===== config.mk =====
export PLATFORM = sky130hd
export DESIGN_NAME = auto_exposure_regulator_unit
export DESIGN_NICKNAME = d
export VERILOG_FILES = /design/src/rtl/aer_pkg.sv /design/src/rtl/aer_update.sv /design/src/rtl/auto_exposure_regulator_unit.sv
export SDC_FILE = /design/constraint.sdc
export NUM_CORES = 1
export LEC_CHECK = 0
export BUFFER_PORTS_ARGS = -buffer_cell sky130_fd_sc_hd__buf_2
export CORE_MARGIN = 8
export CORE_UTILIZATION = 55
export CTS_CLUSTER_SIZE = 16
export DETAILED_ROUTE_END_ITERATION = 16
export PLACE_DENSITY = 0.78
export SLEW_MARGIN = 20
export SYNTH_ARGS = -nofsm -noshare
export SYNTH_HDL_FRONTEND = slang
export SYNTH_SLANG_ARGS = --single-unit

===== constraint.sdc =====
create_clock -name aclk -period 14.3 [get_ports aclk]
set_input_delay 4.29 -clock aclk [delete_from_list [all_inputs] [get_ports aclk]]
set_output_delay 4.29 -clock aclk [all_outputs]
set_load 0.005 [all_outputs]

===== src/rtl/aer_pkg.sv =====
// Shared types, constants and helper functions for the auto exposure regulator.
// Used by aer_update and auto_exposure_regulator_unit; depends on nothing else.
package aer_pkg;

    localparam int SumWidth      = 18;
    localparam int MeanShift     = 10;
    localparam int GridCount     = 32;
    localparam int GridRowFirst  = 8;
    localparam int GridRowStep   = 27;
    localparam int GridByteFirst = 20;
    localparam int GridByteStep  = 60;

    localparam logic [15:0] ExposureReset = 16'h046B;
    localparam logic [15:0] AddrHold      = 16'h0104;
    localparam logic [15:0] AddrExpHigh   = 16'h0202;
    localparam logic [15:0] AddrExpLow    = 16'h0203;

    // Configuration register indexes.
    localparam logic [2:0] RegTargetLevel = 3'd0;
    localparam logic [2:0] RegBlackLevel  = 3'd1;
    localparam logic [2:0] RegPeriodShift = 3'd2;
    localparam logic [2:0] RegGainShift   = 3'd3;
    localparam logic [2:0] RegMaxStep     = 3'd4;
    localparam logic [2:0] RegExposureMin = 3'd5;
    localparam logic [2:0] RegExposureMax = 3'd6;

    // Position of a word inside the four-word sensor write group.
    localparam logic [1:0] WrHoldSet = 2'd0;
    localparam logic [1:0] WrExpHigh = 2'd1;
    localparam logic [1:0] WrExpLow  = 2'd2;
    localparam logic [1:0] WrHoldClr = 2'd3;

    typedef struct packed {
        logic [7:0]  target_level;
        logic [7:0]  black_level;
        logic [2:0]  period_shift;
        logic [2:0]  gain_shift;
        logic [9:0]  max_step;
        logic [15:0] exposure_min;
        logic [15:0] exposure_max;
    } cfg_t;

    // True when pos equals first + step * k for some k below GridCount.
    // The grid points are compared in parallel.
    function automatic logic on_grid(input logic [11:0] pos, input int first, input int step);
        logic hit;
        hit = 1'b0;
        for (int k = 0; k < GridCount; k++) begin
            hit = hit | (pos == 12'(first + step * k));
        end
        return hit;
    endfunction

endpackage


===== src/rtl/aer_update.sv =====
// Exposure update datapath: mean, black level removal, proportional step,
// slew limit and clamp. Combinational; depends on aer_pkg.
module aer_update (
    input  aer_pkg::cfg_t                       cfg,
    input  logic [aer_pkg::SumWidth-1:0]        sample_sum,
    input  logic [15:0]                         exposure,
    output logic [15:0]                         new_exposure,
    output logic                                changed
);

    logic [7:0]         mean;
    logic [8:0]         mean_diff;
    logic [7:0]         mean8;
    logic signed [8:0]  err;
    logic signed [8:0]  delta;
    logic signed [10:0] delta_ext;
    logic signed [10:0] lim;
    logic signed [10:0] delta_lim;
    logic signed [17:0] cit;
    logic signed [17:0] cit_lo;
    logic signed [17:0] cit_hi;

    always_comb begin
        mean      = sample_sum[aer_pkg::SumWidth-1:aer_pkg::MeanShift];
        mean_diff = {1'b0, mean} - {1'b0, cfg.black_level};
        mean8     = mean_diff[8] ? 8'd0 : mean_diff[7:0];
        err       = $signed({1'b0, cfg.target_level}) - $signed({1'b0, mean8});
        delta     = err >>> cfg.gain_shift;

        delta_ext = 11'(delta);
        lim       = $signed({1'b0, cfg.max_step});
        if (delta_ext > lim) begin
            delta_lim = lim;
        end else if (delta_ext < -lim) begin
            delta_lim = -lim;
        end else begin
            delta_lim = delta_ext;
        end

        cit    = $signed({2'b00, exposure}) + 18'(delta_lim);
        // Lower bound first, then upper: the maximum wins when they cross.
        cit_lo = (cit < $signed({2'b00, cfg.exposure_min})) ?
                 $signed({2'b00, cfg.exposure_min}) : cit;
        cit_hi = (cit_lo > $signed({2'b00, cfg.exposure_max})) ?
                 $signed({2'b00, cfg.exposure_max}) : cit_lo;

        new_exposure = cit_hi[15:0];
        changed      = (new_exposure != exposure);
    end

endmodule


===== src/rtl/auto_exposure_regulator_unit.sv =====
// Auto exposure regulator: samples a raw byte stream on a 32 x 32 grid and
// issues sensor exposure writes. Depends on aer_pkg and aer_update.
//
// Usage:
//   The s_ channel carries raw frame words (s_kind low) and frame-end words
//   (s_kind high). Each accepted word lands in an input register; a raw word is
//   processed in the next cycle, so one raw word per cycle is sustained while
//   no frame-end word waits there. Grid bytes are summed; at a frame end the
//   sum is cleared, the frame is counted and, on update frames, a new exposure
//   is formed. If the exposure changed, four words leave on the m_ channel:
//   hold set, exposure high byte, exposure low byte, hold clear (m_last high).
//   The frame-end word passes through the input register and then sets the
//   busy flag that offers the first result word. The burst counter holds one
//   group, so a following frame-end word waits in the input register until
//   the pending group's last word is taken; words behind it wait too, while
//   raw words ahead of it flow. When the receiver stalls, the current word
//   holds. Configuration is written through cfg_wr_en/cfg_index/cfg_data;
//   the user must write it only while idle, which the block does not enforce.
//   Reset (aresetn low, synchronous) restores register defaults, clears the
//   sum and frame count and sets the exposure to 1131 lines.
module auto_exposure_regulator_unit (
    input  logic        aclk,
    input  logic        aresetn,

    input  logic        cfg_wr_en,
    input  logic [2:0]  cfg_index,
    input  logic [15:0] cfg_data,

    input  logic        s_valid,
    output logic        s_ready,
    input  logic        s_kind,
    input  logic [11:0] s_row,
    input  logic [11:0] s_byte_offset,
    input  logic [7:0]  s_pixel_byte,

    output logic        m_valid,
    input  logic        m_ready,
    output logic [15:0] m_reg_addr,
    output logic [7:0]  m_reg_value,
    output logic [15:0] m_exposure,
    output logic        m_last
);

    aer_pkg::cfg_t cfg_reg;

    logic        in_valid_reg;
    logic        kind_reg;
    logic [11:0] row_reg;
    logic [11:0] offset_reg;
    logic [7:0]  pixel_reg;

    logic [aer_pkg::SumWidth-1:0] sum_reg;
    logic [aer_pkg::SumWidth-1:0] sum_next;
    logic [7:0]  frame_count_reg;
    logic [7:0]  frame_count_next;
    logic [15:0] exposure_reg;
    logic        busy_reg;
    logic [1:0]  burst_idx_reg;

    logic        grid_hit;
    logic        burst_free;
    logic        last_fire;
    logic        proc_go;
    logic        byte_go;
    logic        frame_go;
    logic [7:0]  period_mask;
    logic        update_frame;
    logic [15:0] new_exposure;
    logic        exp_changed;
    logic        load_burst;

    always_ff @(posedge aclk) begin
        if (!aresetn) begin
            cfg_reg.target_level <= 8'd100;
            cfg_reg.black_level  <= 8'd16;
            cfg_reg.period_shift <= 3'd2;
            cfg_reg.gain_shift   <= 3'd3;
            cfg_reg.max_step     <= 10'd32;
            cfg_reg.exposure_min <= 16'd16;
            cfg_reg.exposure_max <= 16'd1180;
        end else if (cfg_wr_en) begin
            unique case (cfg_index)
                aer_pkg::RegTargetLevel: cfg_reg.target_level <= cfg_data[7:0];
                aer_pkg::RegBlackLevel:  cfg_reg.black_level  <= cfg_data[7:0];
                aer_pkg::RegPeriodShift: cfg_reg.period_shift <= cfg_data[2:0];
                aer_pkg::RegGainShift:   cfg_reg.gain_shift   <= cfg_data[2:0];
                aer_pkg::RegMaxStep:     cfg_reg.max_step     <= cfg_data[9:0];
                aer_pkg::RegExposureMin: cfg_reg.exposure_min <= cfg_data;
                aer_pkg::RegExposureMax: cfg_reg.exposure_max <= cfg_data;
                default: begin
                end
            endcase
        end
    end

    // A frame end may only proceed once the write group slot is free.
    assign last_fire  = busy_reg && m_ready && (burst_idx_reg == aer_pkg::WrHoldClr);
    assign burst_free = !busy_reg || last_fire;
    assign proc_go    = in_valid_reg && (!kind_reg || burst_free);
    assign byte_go    = proc_go && !kind_reg;
    assign frame_go   = proc_go && kind_reg;
    assign s_ready    = !in_valid_reg || proc_go;

    always_ff @(posedge aclk) begin
        if (!aresetn) begin
            in_valid_reg <= 1'b0;
        end else if (s_ready) begin
            in_valid_reg <= s_valid;
        end
    end

    always_ff @(posedge aclk) begin
        if (s_valid && s_ready) begin
            kind_reg   <= s_kind;
            row_reg    <= s_row;
            offset_reg <= s_byte_offset;
            pixel_reg  <= s_pixel_byte;
        end
    end

    assign grid_hit =
        aer_pkg::on_grid(row_reg, aer_pkg::GridRowFirst, aer_pkg::GridRowStep) &&
        aer_pkg::on_grid(offset_reg, aer_pkg::GridByteFirst, aer_pkg::GridByteStep);

    always_comb begin
        sum_next = sum_reg;
        if (frame_go) begin
            sum_next = '0;
        end else if (byte_go && grid_hit) begin
            sum_next = sum_reg + {{(aer_pkg::SumWidth-8){1'b0}}, pixel_reg};
        end
    end

    assign frame_count_next = frame_count_reg + 8'd1;
    assign period_mask      = (8'd1 << cfg_reg.period_shift) - 8'd1;
    assign update_frame     = (frame_count_next & period_mask) == 8'd0;

    aer_update u_update (
        .cfg          (cfg_reg),
        .sample_sum   (sum_reg),
        .exposure     (exposure_reg),
        .new_exposure (new_exposure),
        .changed      (exp_changed)
    );

    assign load_burst = frame_go && update_frame && exp_changed;

    always_ff @(posedge aclk) begin
        if (!aresetn) begin
            sum_reg         <= '0;
            frame_count_reg <= 8'd0;
            exposure_reg    <= aer_pkg::ExposureReset;
            busy_reg        <= 1'b0;
            burst_idx_reg   <= aer_pkg::WrHoldSet;
        end else begin
            sum_reg <= sum_next;
            if (frame_go) begin
                frame_count_reg <= frame_count_next;
            end
            if (load_burst) begin
                exposure_reg  <= new_exposure;
                busy_reg      <= 1'b1;
                burst_idx_reg <= aer_pkg::WrHoldSet;
            end else if (last_fire) begin
                busy_reg <= 1'b0;
            end else if (busy_reg && m_ready) begin
                burst_idx_reg <= burst_idx_reg + 2'd1;
            end
        end
    end

    always_comb begin
        unique case (burst_idx_reg)
            aer_pkg::WrHoldSet: begin
                m_reg_addr  = aer_pkg::AddrHold;
                m_reg_value = 8'd1;
            end
            aer_pkg::WrExpHigh: begin
                m_reg_addr  = aer_pkg::AddrExpHigh;
                m_reg_value = exposure_reg[15:8];
            end
            aer_pkg::WrExpLow: begin
                m_reg_addr  = aer_pkg::AddrExpLow;
                m_reg_value = exposure_reg[7:0];
            end
            default: begin
                m_reg_addr  = aer_pkg::AddrHold;
                m_reg_value = 8'd0;
            end
        endcase
    end

    assign m_valid    = busy_reg;
    assign m_exposure = exposure_reg;
    assign m_last     = (burst_idx_reg == aer_pkg::WrHoldClr);

    // A write group never opens while another one still has words pending.
    a_group_slot_free: assert property (@(posedge aclk) disable iff (!aresetn)
        load_burst |-> (!busy_reg || last_fire))
        else $error("write group started over a pending group");

    // Once started, a write group runs until its last word is taken.
    a_group_continues: assert property (@(posedge aclk) disable iff (!aresetn)
        (m_valid && m_ready && !m_last) |=> m_valid)
        else $error("write group ended before its last word");

    // The grid sum is cleared by every processed frame end.
    a_sum_cleared: assert property (@(posedge aclk) disable iff (!aresetn)
        frame_go |=> (sum_reg == '0))
        else $error("sample sum not cleared at frame end");

    // A write group always begins with the hold-set word.
    a_group_starts: assert property (@(posedge aclk) disable iff (!aresetn)
        load_burst |=> (m_valid && m_reg_addr == aer_pkg::AddrHold && m_reg_value == 8'd1))
        else $error("write group did not start with hold set");

endmodule

==> qor.csv, run 1 <==
stage,metric,value,unit
floorplan,die_h,158.1,um
grt,first_global_vias,9452,
detailed_routing,drt_wl_total,29220,um
sta,hold_viol,0,
power_and_ir_drop,p_leak,5.184,nW
grt,antenna_found_initial,0,
worst_setup_path,required,14620,ps
worst_setup_path,critPathArrivalTime,13980,ps
outcome,outcome,"complete, no violations",
grt,grt_max_degree,109,
power_and_ir_drop,power.density,129.1,nW/um^2
worst_setup_path,cp-end-kind,flip-flop,
clock_network,cts_tree,done,
detailed_routing,vias,10071,
detailed_routing,drc,0,
layout,area_delta_synth_final,12.69,%
floorplan,row_count,52,
placed_design,port_buffers,88,
yosys,yosysUniqueCellTypes,87,
layout,largest_reg_flops,64,
layout,drive_gt1_share,13.70,%
worst_setup_path,cp_slowest_cell,mux4_2,
yosys,yosys_warnings,0,
detailed_routing,firstDrtPassIters,7,
detailed_routing,drtIter0Drc,764,
clock_network,cts_buffers,17,
power_and_ir_drop,vdd_ir_drop_max,0.08769,mV
job,max-cap-violations,0,
clock_network,clockRootBuffer,clkbuf_16,
sta,slew_headroom,27.82,%
layout,utilization,62.43,%
yosys,synthCells,1358,
layout,diodes,0,
placed_design,dpl.hpwl,21660,um
detailed_routing,routedWlPerCell,17.04,um
clock_network,cts.sinks,142,
sta,max_clock_freq,0.07320,GHz
grt,grt_pass1_wl,46680,um
placed_design,pre_cts_ws,57.14,ps
yosys,avgSynthCellArea,8.174,sq um
yosys,synth-edff-count,33,
yosys,async_flop_share,0,%
floorplan,initial_core_util,55.39,%
worst_setup_path,cp_top_family,compound AO/OA/AOI/OAI gates,
floorplan,die_w,158.1,um
detailed_routing,antenna_left,0,
layout,final_cells,1715,
sta,period_minus_slack,13660,ps
worst_setup_path,cp_common_cell,a21o_1,
layout,fillers,1754,
placed_design,gp_congestion,0.9387,
worst_setup_path,cp_slowest_stage_delay,490,ps
layout,final_common_cell,nand2_1,
worst_setup_path,cp_num_buf_inv,6,
yosys,ys.flop_type,dfxtp_1,
sta,post-route-period-util,95.53,%
worst_setup_path,critPathMaxFanout,21,
sta,setup_viol,0,
worst_setup_path,start_kind,flip-flop,
clock_network,clockBufferDepth,2,
floorplan,core-area,20040,sq um
layout,nets,1594,
layout,most-common-layout-cells,"nand2_1 (215), dfxtp_1 (109), ha_1 (101), nor2_1 (88), buf_2 (88)",
worst_setup_path,worst-setup-path-type,reg2reg,
clock_network,worstSkewPairLatency,430,ps
sta,drv_slew,0,
grt,gr-usage-all-layers,23.31,%
yosys,synth_seq_area_share,28.58,%
clock_network,path_clk_slew,70,ps
sta,worst_slack,639.0,ps
grt,grt_overflow,0,
power_and_ir_drop,power,1.615,mW
yosys,ys_seq_elements,142,
clock_network,h-tree-depth,4,
hold_path,hp-class,reg2reg,
sta,clock_skew,8.669,ps
placed_design,dp.cells,1673,
sta,timing.hold.ws,455.7,ps
detailed_routing,vias_per_cell,5.872,
floorplan,io_pins,100,
sta,tightest_slew,1083,ps
yosys,synth_area,11100,sq um
floorplan,die-area,24980,sq um
[tightest hold or removal path, cell delays in order (launching register included)]
cell and delay (ps):
dfxtp_1 310, nand2_1 50, a21oi_1 50
[cell usage after synthesis (all sizes together) (28+ instances only)]
cell type,n,share of area (%)
xnor2,40,3.2
nand2,215,7.3
nor2b,33,1.9
mux2i,28,2.5
ha,101,11
clkbuf,44,1.5
a21boi,51,3.4
nand3,35,1.6
a21oi,58,2.6
o21ai,58,2.6
xor2,29,2.3
nor2,88,3.0
edfxtp,33,8.9
dfxtp,109,20
inv,84,2.8
a21o,40,2.7
[logic make-up (layout without fill, tap and decap cells)]
family	Yosys count	in the layout	share of synthesized area, %
flip-flops	142	142	28.58
multiplexers	51	51	5.128
XOR/XNOR	69	69	5.444
AO/OA/AOI/OAI	333	334	21.11
adder cells (fa/ha/maj)	105	105	12.11
buffers and inverters	151	227	5.917
AND/OR/NAND/NOR	506	506	21.67
other	1	11	0.03378
[layer usage]
layer	vias to the layer above	track usage (%)	wire length, um
met5	-	0	0
met4	0	6.466	567
met3	44	4.040	2055
met2	362	39.86	13970
met1	4723	29.65	12630
li1	4942	-	-
[per-stage QoR]
step | TNS (ps) | cell area, sq um
3_5_place_dp | 0 | 11710
5_1_grt | -2048 | 12510
6_report | 0 | 12510
3_3_place_gp | 0 | 11710
4_1_cts | 0 | 12370
2_1_floorplan | 0 | 11140
[what timing repair did]
action / in CTS / in global routing
setup buffers: 0 / 9
gates cloned: 0 / 1
pin swaps: 0 / 6
hold buffers: 0 / 0
resized for setup: 1 / 13
endpoints found under the setup margin: 5 / 19
[path summary, 6_finish.rpt]
check	from	endpoint	slack, ps	cells past startpoint
max	sum_reg[10]$_SDFFE_PP0P_	m_exposure[11]$_SDFFE_PN0P_	640	65
max reg2reg	sum_reg[10]$_SDFFE_PP0P_	m_exposure[11]$_SDFFE_PN0P_	640	65
min	sum_reg[7]$_SDFFE_PP0P_	sum_reg[7]$_SDFFE_PP0P_	460	2
min reg2reg	sum_reg[7]$_SDFFE_PP0P_	sum_reg[7]$_SDFFE_PP0P_	460	2
[power breakdown]
group | internal, mW | switching [mW] | leakage (nW)
clock | 0.314 | 0.191 | 0.318
combinational | 0.287 | 0.385 | 3.66
sequential | 0.422 | 0.0165 | 1.20
[final cells by class]
type	count	area, sq um	area share, %
well taps	270	337.8	2.701
multi-input cells	1076	7398	59.14
inverters	85	322.8	2.581
clock inverters	14	230.2	1.840
flip-flops and latches	142	3173	25.37
repair buffers	110	618.1	4.941
clock buffers	18	429.2	3.431
No activity file was read; power rests on OpenSTA's default activity.
==> run 2, diff against run 1 <==
--- a/config.mk
+++ b/config.mk
@@ -6,6 +6,7 @@
 export NUM_CORES = 1
 export LEC_CHECK = 0
 export BUFFER_PORTS_ARGS = -buffer_cell sky130_fd_sc_hd__buf_2
+export CORE_ASPECT_RATIO = 0.75
 export CORE_MARGIN = 8
 export CORE_UTILIZATION = 55
 export CTS_CLUSTER_SIZE = 16
==> run 2 against run 1 <==
Final cell count fell by 0.64%. Critical path type unchanged. Highest routed layer unchanged. Sequential cell count did not move. Clock skew increased by 0.57 ps. Critical path depth fell by 4. Hold slack about the same. Total power fell by 1.7%.
==> qor.csv, run 2 (synthesized netlist as in run 1, its figures left out) <==
stage,metric,value,unit,change
grt,antenna_found_initial,0,,unchanged
detailed_routing,drt_wl_total,30140,um,was 29220 um
worst_setup_path,cp_top_family,compound AO/OA/AOI/OAI gates,,unchanged
worst_setup_path,critPathMaxFanout,11,,was 21
sta,max_clock_freq,0.07391,GHz,was 0.07320 GHz
detailed_routing,firstDrtPassIters,5,,was 7
layout,final_common_cell,nand2_1,,unchanged
power_and_ir_drop,power,1.588,mW,was 1.615 mW
layout,area_delta_synth_final,12.27,%,was 12.69%
power_and_ir_drop,p_leak,5.172,nW,was 5.184 nW
floorplan,die_w,180.0,um,was 158.1 um
layout,fillers,1756,,was 1754
worst_setup_path,critPathArrivalTime,13840,ps,was 13980 ps
layout,nets,1595,,was 1594
clock_network,worstSkewPairLatency,420,ps,was 430 ps
grt,first_global_vias,9367,,was 9452
detailed_routing,antenna_left,0,,unchanged
sta,hold_viol,0,,unchanged
sta,drv_slew,0,,unchanged
floorplan,die-area,25030,sq um,was 24980 sq um
detailed_routing,vias,10063,,was 10071
layout,most-common-layout-cells,"nand2_1 (215), dfxtp_1 (109), ha_1 (101), buf_2 (88), nor2_1 (87)",,"was nand2_1 (215), dfxtp_1 (109), ha_1 (101), nor2_1 (88), buf_2 (88)"
detailed_routing,drtIter0Drc,821,,was 764
placed_design,dpl.hpwl,22240,um,was 21660 um
layout,multiInputGateArea,7403,sq um,was 7398 sq um
layout,final_cells,1704,,was 1715
grt,grt_max_degree,109,,unchanged
power_and_ir_drop,netSwitchingFraction,36.90,%,was 36.69%
hold_path,hp-class,reg2reg,,unchanged
power_and_ir_drop,power_frac_clock,29.1,%,was 31.2%
clock_network,cts_tree,done,,unchanged
placed_design,port_buffers,88,,unchanged
detailed_routing,drc,0,,unchanged
grt,gr-usage-all-layers,23.21,%,was 23.31%
grt,use_met3,5.366,%,was 4.040%
clock_network,cts_buffers,17,,unchanged
layout,diodes,0,,unchanged
detailed_routing,routedWlPerCell,17.69,um,was 17.04 um
worst_setup_path,cp_slowest_stage_delay,550,ps,was 490 ps
worst_setup_path,cp_num_buf_inv,2,,was 6
worst_setup_path,cp-end-kind,flip-flop,,unchanged
floorplan,core-area,20040,sq um,about the same
worst_setup_path,cp_slowest_cell,o311ai_1,,was mux4_2
sta,fin_tns_setup,0,ps,unchanged
clock_network,clockBufferDepth,2,,unchanged
placed_design,dp.cells,1662,,was 1673
sta,post-route-period-util,94.61,%,was 95.53%
job,max-cap-violations,0,,unchanged
worst_setup_path,start_kind,flip-flop,,unchanged
clock_network,clockRootBuffer,clkbuf_16,,unchanged
grt,grt_pass1_wl,48180,um,was 46680 um
layout,largest_reg_flops,64,,unchanged
grt,grt_overflow,0,,unchanged
placed_design,gp_congestion,0.9524,,was 0.9387
grt,grtUsageMet1,31.72,%,was 29.65%
power_and_ir_drop,power.internal,1.002,mW,was 1.023 mW
worst_setup_path,cp_common_cell,a21o_1,,unchanged
sta,tightest_slew,981.9,ps,was 1083 ps
sta,clock_skew,9.241,ps,was 8.669 ps
worst_setup_path,worst-setup-path-type,reg2reg,,unchanged
worst_setup_path,required,14610,ps,was 14620 ps
sta,slew_headroom,34.54,%,was 27.82%
layout,seq_area,3173,sq um,unchanged
sta,timing.hold.ws,455.6,ps,was 455.7 ps
clock_network,cts.sinks,142,,unchanged
clock_network,h-tree-depth,4,,unchanged
clock_network,path_clk_slew,60,ps,was 70 ps
power_and_ir_drop,pwr-share-seq,27.7,%,was 27.2%
sta,period_minus_slack,13530,ps,was 13660 ps
floorplan,row_count,45,,was 52
sta,setup_viol,0,,unchanged
detailed_routing,vias_per_cell,5.906,,was 5.872
floorplan,io_pins,100,,unchanged
power_and_ir_drop,vdd_ir_drop_max,0.09055,mV,was 0.08769 mV
floorplan,initial_core_util,55.38,%,was 55.39%
outcome,outcome,"complete, no violations",,unchanged
power_and_ir_drop,power.switching,586.1,uW,was 592.7 uW
power_and_ir_drop,power_frac_comb,43.2,%,was 41.6%
grt,grt.busiest_layer,met2,,unchanged
layout,drive_gt1_share,13.83,%,was 13.70%
layout,utilization,62.18,%,was 62.43%
grt,use_met2,36.00,%,was 39.86%
power_and_ir_drop,power.density,127.4,nW/um^2,was 129.1 nW/um^2
floorplan,die_h,139.0,um,was 158.1 um
[run 2: cell types whose count changed in the layout (fill, tap and decap cells not counted), sizes merged]
cell,previous run,this run
a31o,2,3
bufinv,5,3
clkinv,5,6
clkinvlp,1,2
[run 2: power by group through the flow]
stage          combinational [mW]  clock, mW  sequential [mW]
3_3_place_gp                0.598          0            0.447
6_report                    0.687      0.462            0.439
3_5_place_dp                0.606          0            0.447
4_1_cts                     0.614      0.466            0.439
2_1_floorplan               0.495          0            0.439
5_1_grt                     0.754      0.481            0.441
[run 2: timing repair]
item | 4_1_cts | 5_1_grt
hold buffers | 0 | 0
gates cloned | 0 | 2
buffers inserted | 0 | 7
pin swaps | 0 | 5
endpoints found under the setup margin | 6 | 19
gates resized for setup | 2 | 12
[run 2: layout make-up]
| type | instances | area share [%] |
|---|---|---|
| clock inverters | 14 | 1.315 |
| well taps | 258 | 2.590 |
| flip-flops and latches | 142 | 25.46 |
| repair buffers | 110 | 5.120 |
| clock buffers | 18 | 3.524 |
| inverters | 85 | 2.590 |
| multi-input cells | 1077 | 59.40 |
[run 2: metal layers]
metal / wire length (um) / vias to the layer above
met2: 13310 / 392
met3: 2391 / 56
met5: 0 / -
met1: 13700 / 4655
li1: - / 4960
met4: 737 / 0
[run 2: tightest hold or removal path: stages (launching register included)]
cell and delay (ps):
dfxtp_1 310, nand2_1 50, a21oi_1 50
[run 2: final timing paths]
check / start / to / slack [ps] / cells after the start
max: sum_reg[10]$_SDFFE_PP0P_ / m_exposure[0]$_SDFFE_PN1P_ / 770 / 61
min: sum_reg[2]$_SDFFE_PP0P_ / sum_reg[2]$_SDFFE_PP0P_ / 460 / 2
max reg2reg: sum_reg[10]$_SDFFE_PP0P_ / m_exposure[0]$_SDFFE_PN1P_ / 770 / 61
min reg2reg: sum_reg[2]$_SDFFE_PP0P_ / sum_reg[2]$_SDFFE_PP0P_ / 460 / 2
[run 2: stage by stage]
step	worst slack [ps]	instance area [sq um]
finish	770.4	12460
global route	-94.01	12460
CTS	175.2	12300
detailed placement	-2.876	11690
global placement	429.6	11690
floorplan	823.6	11140
==> run 3, diff against run 2 <==
--- a/config.mk
+++ b/config.mk
@@ -9,6 +9,7 @@
 export CORE_ASPECT_RATIO = 0.75
 export CORE_MARGIN = 8
 export CORE_UTILIZATION = 55
+export CTS_BUF_LIST = sky130_fd_sc_hd__clkbuf_16
 export CTS_CLUSTER_SIZE = 16
 export DETAILED_ROUTE_END_ITERATION = 16
 export PLACE_DENSITY = 0.78
==> run 3 against run 2 <==
Sequential cell count is the same. Combinational power is essentially flat. Total power shrank 0.23%. Hold slack is essentially flat. Count of clock-buffer cells in the layout shrank 1. Sequential power is essentially flat. Global-route usage is essentially flat. Sequential share of layout area is essentially flat. Critical endpoint unchanged.
==> qor.csv, run 3 (synthesized netlist as in run 1, its figures left out) <==
stage,metric,value,unit,change
clock_network,cts_buffers,17,,unchanged
detailed_routing,drtIter0Drc,690,,was 821
worst_setup_path,cp_slowest_cell,o311ai_1,,unchanged
layout,seq_area,3173,sq um,unchanged
grt,antenna_found_initial,0,,unchanged
worst_setup_path,start_kind,flip-flop,,unchanged
worst_setup_path,critPathArrivalTime,13880,ps,was 13840 ps
layout,fin_area,12450,sq um,was 12460 sq um
power_and_ir_drop,p_leak,5.169,nW,was 5.172 nW
clock_network,worstSkewPairLatency,420,ps,about the same
grt,first_global_vias,9387,,was 9367
worst_setup_path,critPathMaxFanout,11,,unchanged
clock_network,path_clk_slew,60,ps,about the same
floorplan,die-area,25030,sq um,unchanged
sta,clock_skew,8.536,ps,was 9.241 ps
layout,final_common_cell,nand2_1,,unchanged
worst_setup_path,cp_slowest_stage_delay,550,ps,about the same
sta,post-route-period-util,94.95,%,was 94.61%
layout,most-common-layout-cells,"nand2_1 (215), dfxtp_1 (109), ha_1 (101), buf_2 (88), nor2_1 (87)",,unchanged
clock_network,clockBufferDepth,2,,unchanged
worst_setup_path,startpoint,sum_reg[10]$_SDFFE_PP0P_,,unchanged
layout,multiInputGateArea,7403,sq um,unchanged
sta,slew_headroom,33.89,%,was 34.54%
layout,drive_gt1_share,13.83,%,unchanged
floorplan,io_pins,100,,unchanged
detailed_routing,firstDrtPassIters,7,,was 5
detailed_routing,vias_per_cell,5.908,,was 5.906
placed_design,gp_congestion,0.9524,,unchanged
floorplan,die_h,139.0,um,unchanged
worst_setup_path,r2r_slack,720,ps,was 770 ps
clock_network,clockRootBuffer,clkbuf_16,,unchanged
worst_setup_path,rr_worst_depth,61,,unchanged
placed_design,port_buffers,88,,unchanged
sta,max_clock_freq,0.07365,GHz,was 0.07391 GHz
detailed_routing,vias,10067,,was 10063
layout,final_cells,1704,,unchanged
sta,period_minus_slack,13580,ps,was 13530 ps
worst_setup_path,cp_common_cell,a21o_1,,unchanged
clock_network,cts_tree,done,,unchanged
placed_design,dp.cells,1662,,unchanged
grt,grt_pass1_wl,48180,um,unchanged
grt,grt_max_degree,109,,unchanged
worst_setup_path,reg2reg_from,sum_reg[10]$_SDFFE_PP0P_,,unchanged
floorplan,initial_core_util,55.38,%,unchanged
hold_path,hp-class,reg2reg,,unchanged
placed_design,dpl.hpwl,22240,um,unchanged
power_and_ir_drop,vdd_ir_drop_max,0.09079,mV,was 0.09055 mV
job,max-cap-violations,0,,unchanged
worst_setup_path,reg2reg_to,m_exposure[0]$_SDFFE_PN1P_,,unchanged
worst_setup_path,required,14610,ps,about the same
clock_network,h-tree-depth,4,,unchanged
sta,hold_viol,0,,unchanged
layout,diodes,0,,unchanged
floorplan,core-area,20040,sq um,unchanged
power_and_ir_drop,power.density,127.2,nW/um^2,was 127.4 nW/um^2
outcome,outcome,"complete, no violations",,unchanged
detailed_routing,routedWlPerCell,17.76,um,was 17.69 um
floorplan,row_count,45,,unchanged
grt,gr-usage-all-layers,23.23,%,was 23.21%
detailed_routing,antenna_left,0,,unchanged
layout,largest_reg_flops,64,,unchanged
sta,setup_viol,0,,unchanged
layout,nets,1595,,unchanged
detailed_routing,drt_wl_total,30260,um,was 30140 um
layout,area_delta_synth_final,12.18,%,was 12.27%
layout,fillers,1754,,was 1756
placed_design,placed_area,11690,sq um,unchanged
worst_setup_path,worst-setup-path-type,reg2reg,,unchanged
floorplan,die_w,180.0,um,unchanged
sta,drv_slew,0,,unchanged
grt,grt_overflow,0,,unchanged
worst_setup_path,cp-endpoint,m_exposure[0]$_SDFFE_PN1P_,,unchanged
sta,tightest_slew,991.7,ps,was 981.9 ps
worst_setup_path,cp-end-kind,flip-flop,,unchanged
clock_network,cts.sinks,142,,unchanged
detailed_routing,drc,0,,unchanged
-- run 3: cell type report --
type | instances | area share, %
clock buffer | 17 | 3.416
clock inverter | 15 | 1.346
inverter | 85 | 2.592
multi-input combinational | 1077 | 59.45
sequential | 142 | 25.48
tap | 258 | 2.592
timing repair buffer | 110 | 5.124
-- run 3: routing by layer --
layer	track usage, %	wire length (um)	up-vias
li1	-	-	4959
met1	31.63	13920	4666
met2	36.10	13360	380
met5	0	0	-
met4	6.944	762	0
met3	5.366	2212	62
-- run 3: metrics by stage --
step	setup TNS [ps]	hold slack, ps	setup slack (ps)	total power, mW	utilization [%]
2_1_floorplan	0	435.6	823.6	0.9338	-
4_1_cts	0	459.7	175.2	1.513	61.30
3_5_place_dp	-2.876	451.4	-2.876	1.053	58.34
6_report	0	455.8	722.4	1.585	62.13
5_1_grt	-525.3	477.3	-94.12	1.671	62.13
3_3_place_gp	0	442.4	429.6	1.045	58.33
-- run 3: report_power, final --
part	total, mW	internal [mW]	switching (mW)
clock	0.456	0.274	0.182
combinational	0.689	0.300	0.388
sequential	0.439	0.422	0.0170
total	1.58	0.997	0.588
-- run 3: worst min path at each step --
stage,end,depth (start not counted),startpoint
global placement,sum_reg[0]$_SDFFE_PP0P_,2,sum_reg[0]$_SDFFE_PP0P_
detailed placement,sum_reg[2]$_SDFFE_PP0P_,2,sum_reg[2]$_SDFFE_PP0P_
CTS,sum_reg[2]$_SDFFE_PP0P_,2,sum_reg[2]$_SDFFE_PP0P_
floorplan,sum_reg[0]$_SDFFE_PP0P_,2,sum_reg[0]$_SDFFE_PP0P_
finish,sum_reg[2]$_SDFFE_PP0P_,2,sum_reg[2]$_SDFFE_PP0P_
global route,sum_reg[6]$_SDFFE_PP0P_,2,sum_reg[6]$_SDFFE_PP0P_
-- run 3: timing repair --
item / CTS / global route
hold buffers: 0 / 0
gates cloned: 0 / 2
setup buffers: 0 / 7
gates resized for setup: 2 / 12
pin swaps: 0 / 5
endpoints found under the setup margin: 6 / 19
endpoints found under the hold margin: 0 / 0
-- run 3: worst max-delay path, delay by kind of cell, from the launching register on --
kind,cells,cell delay (ps)
buffers and inverters,2,250
multiplexers,6,1760
adder cells (fa/ha/maj),9,2480
AO/OA/AOI/OAI,35,7200
AND/OR/NAND/NOR,9,1460
flip-flops,1,320
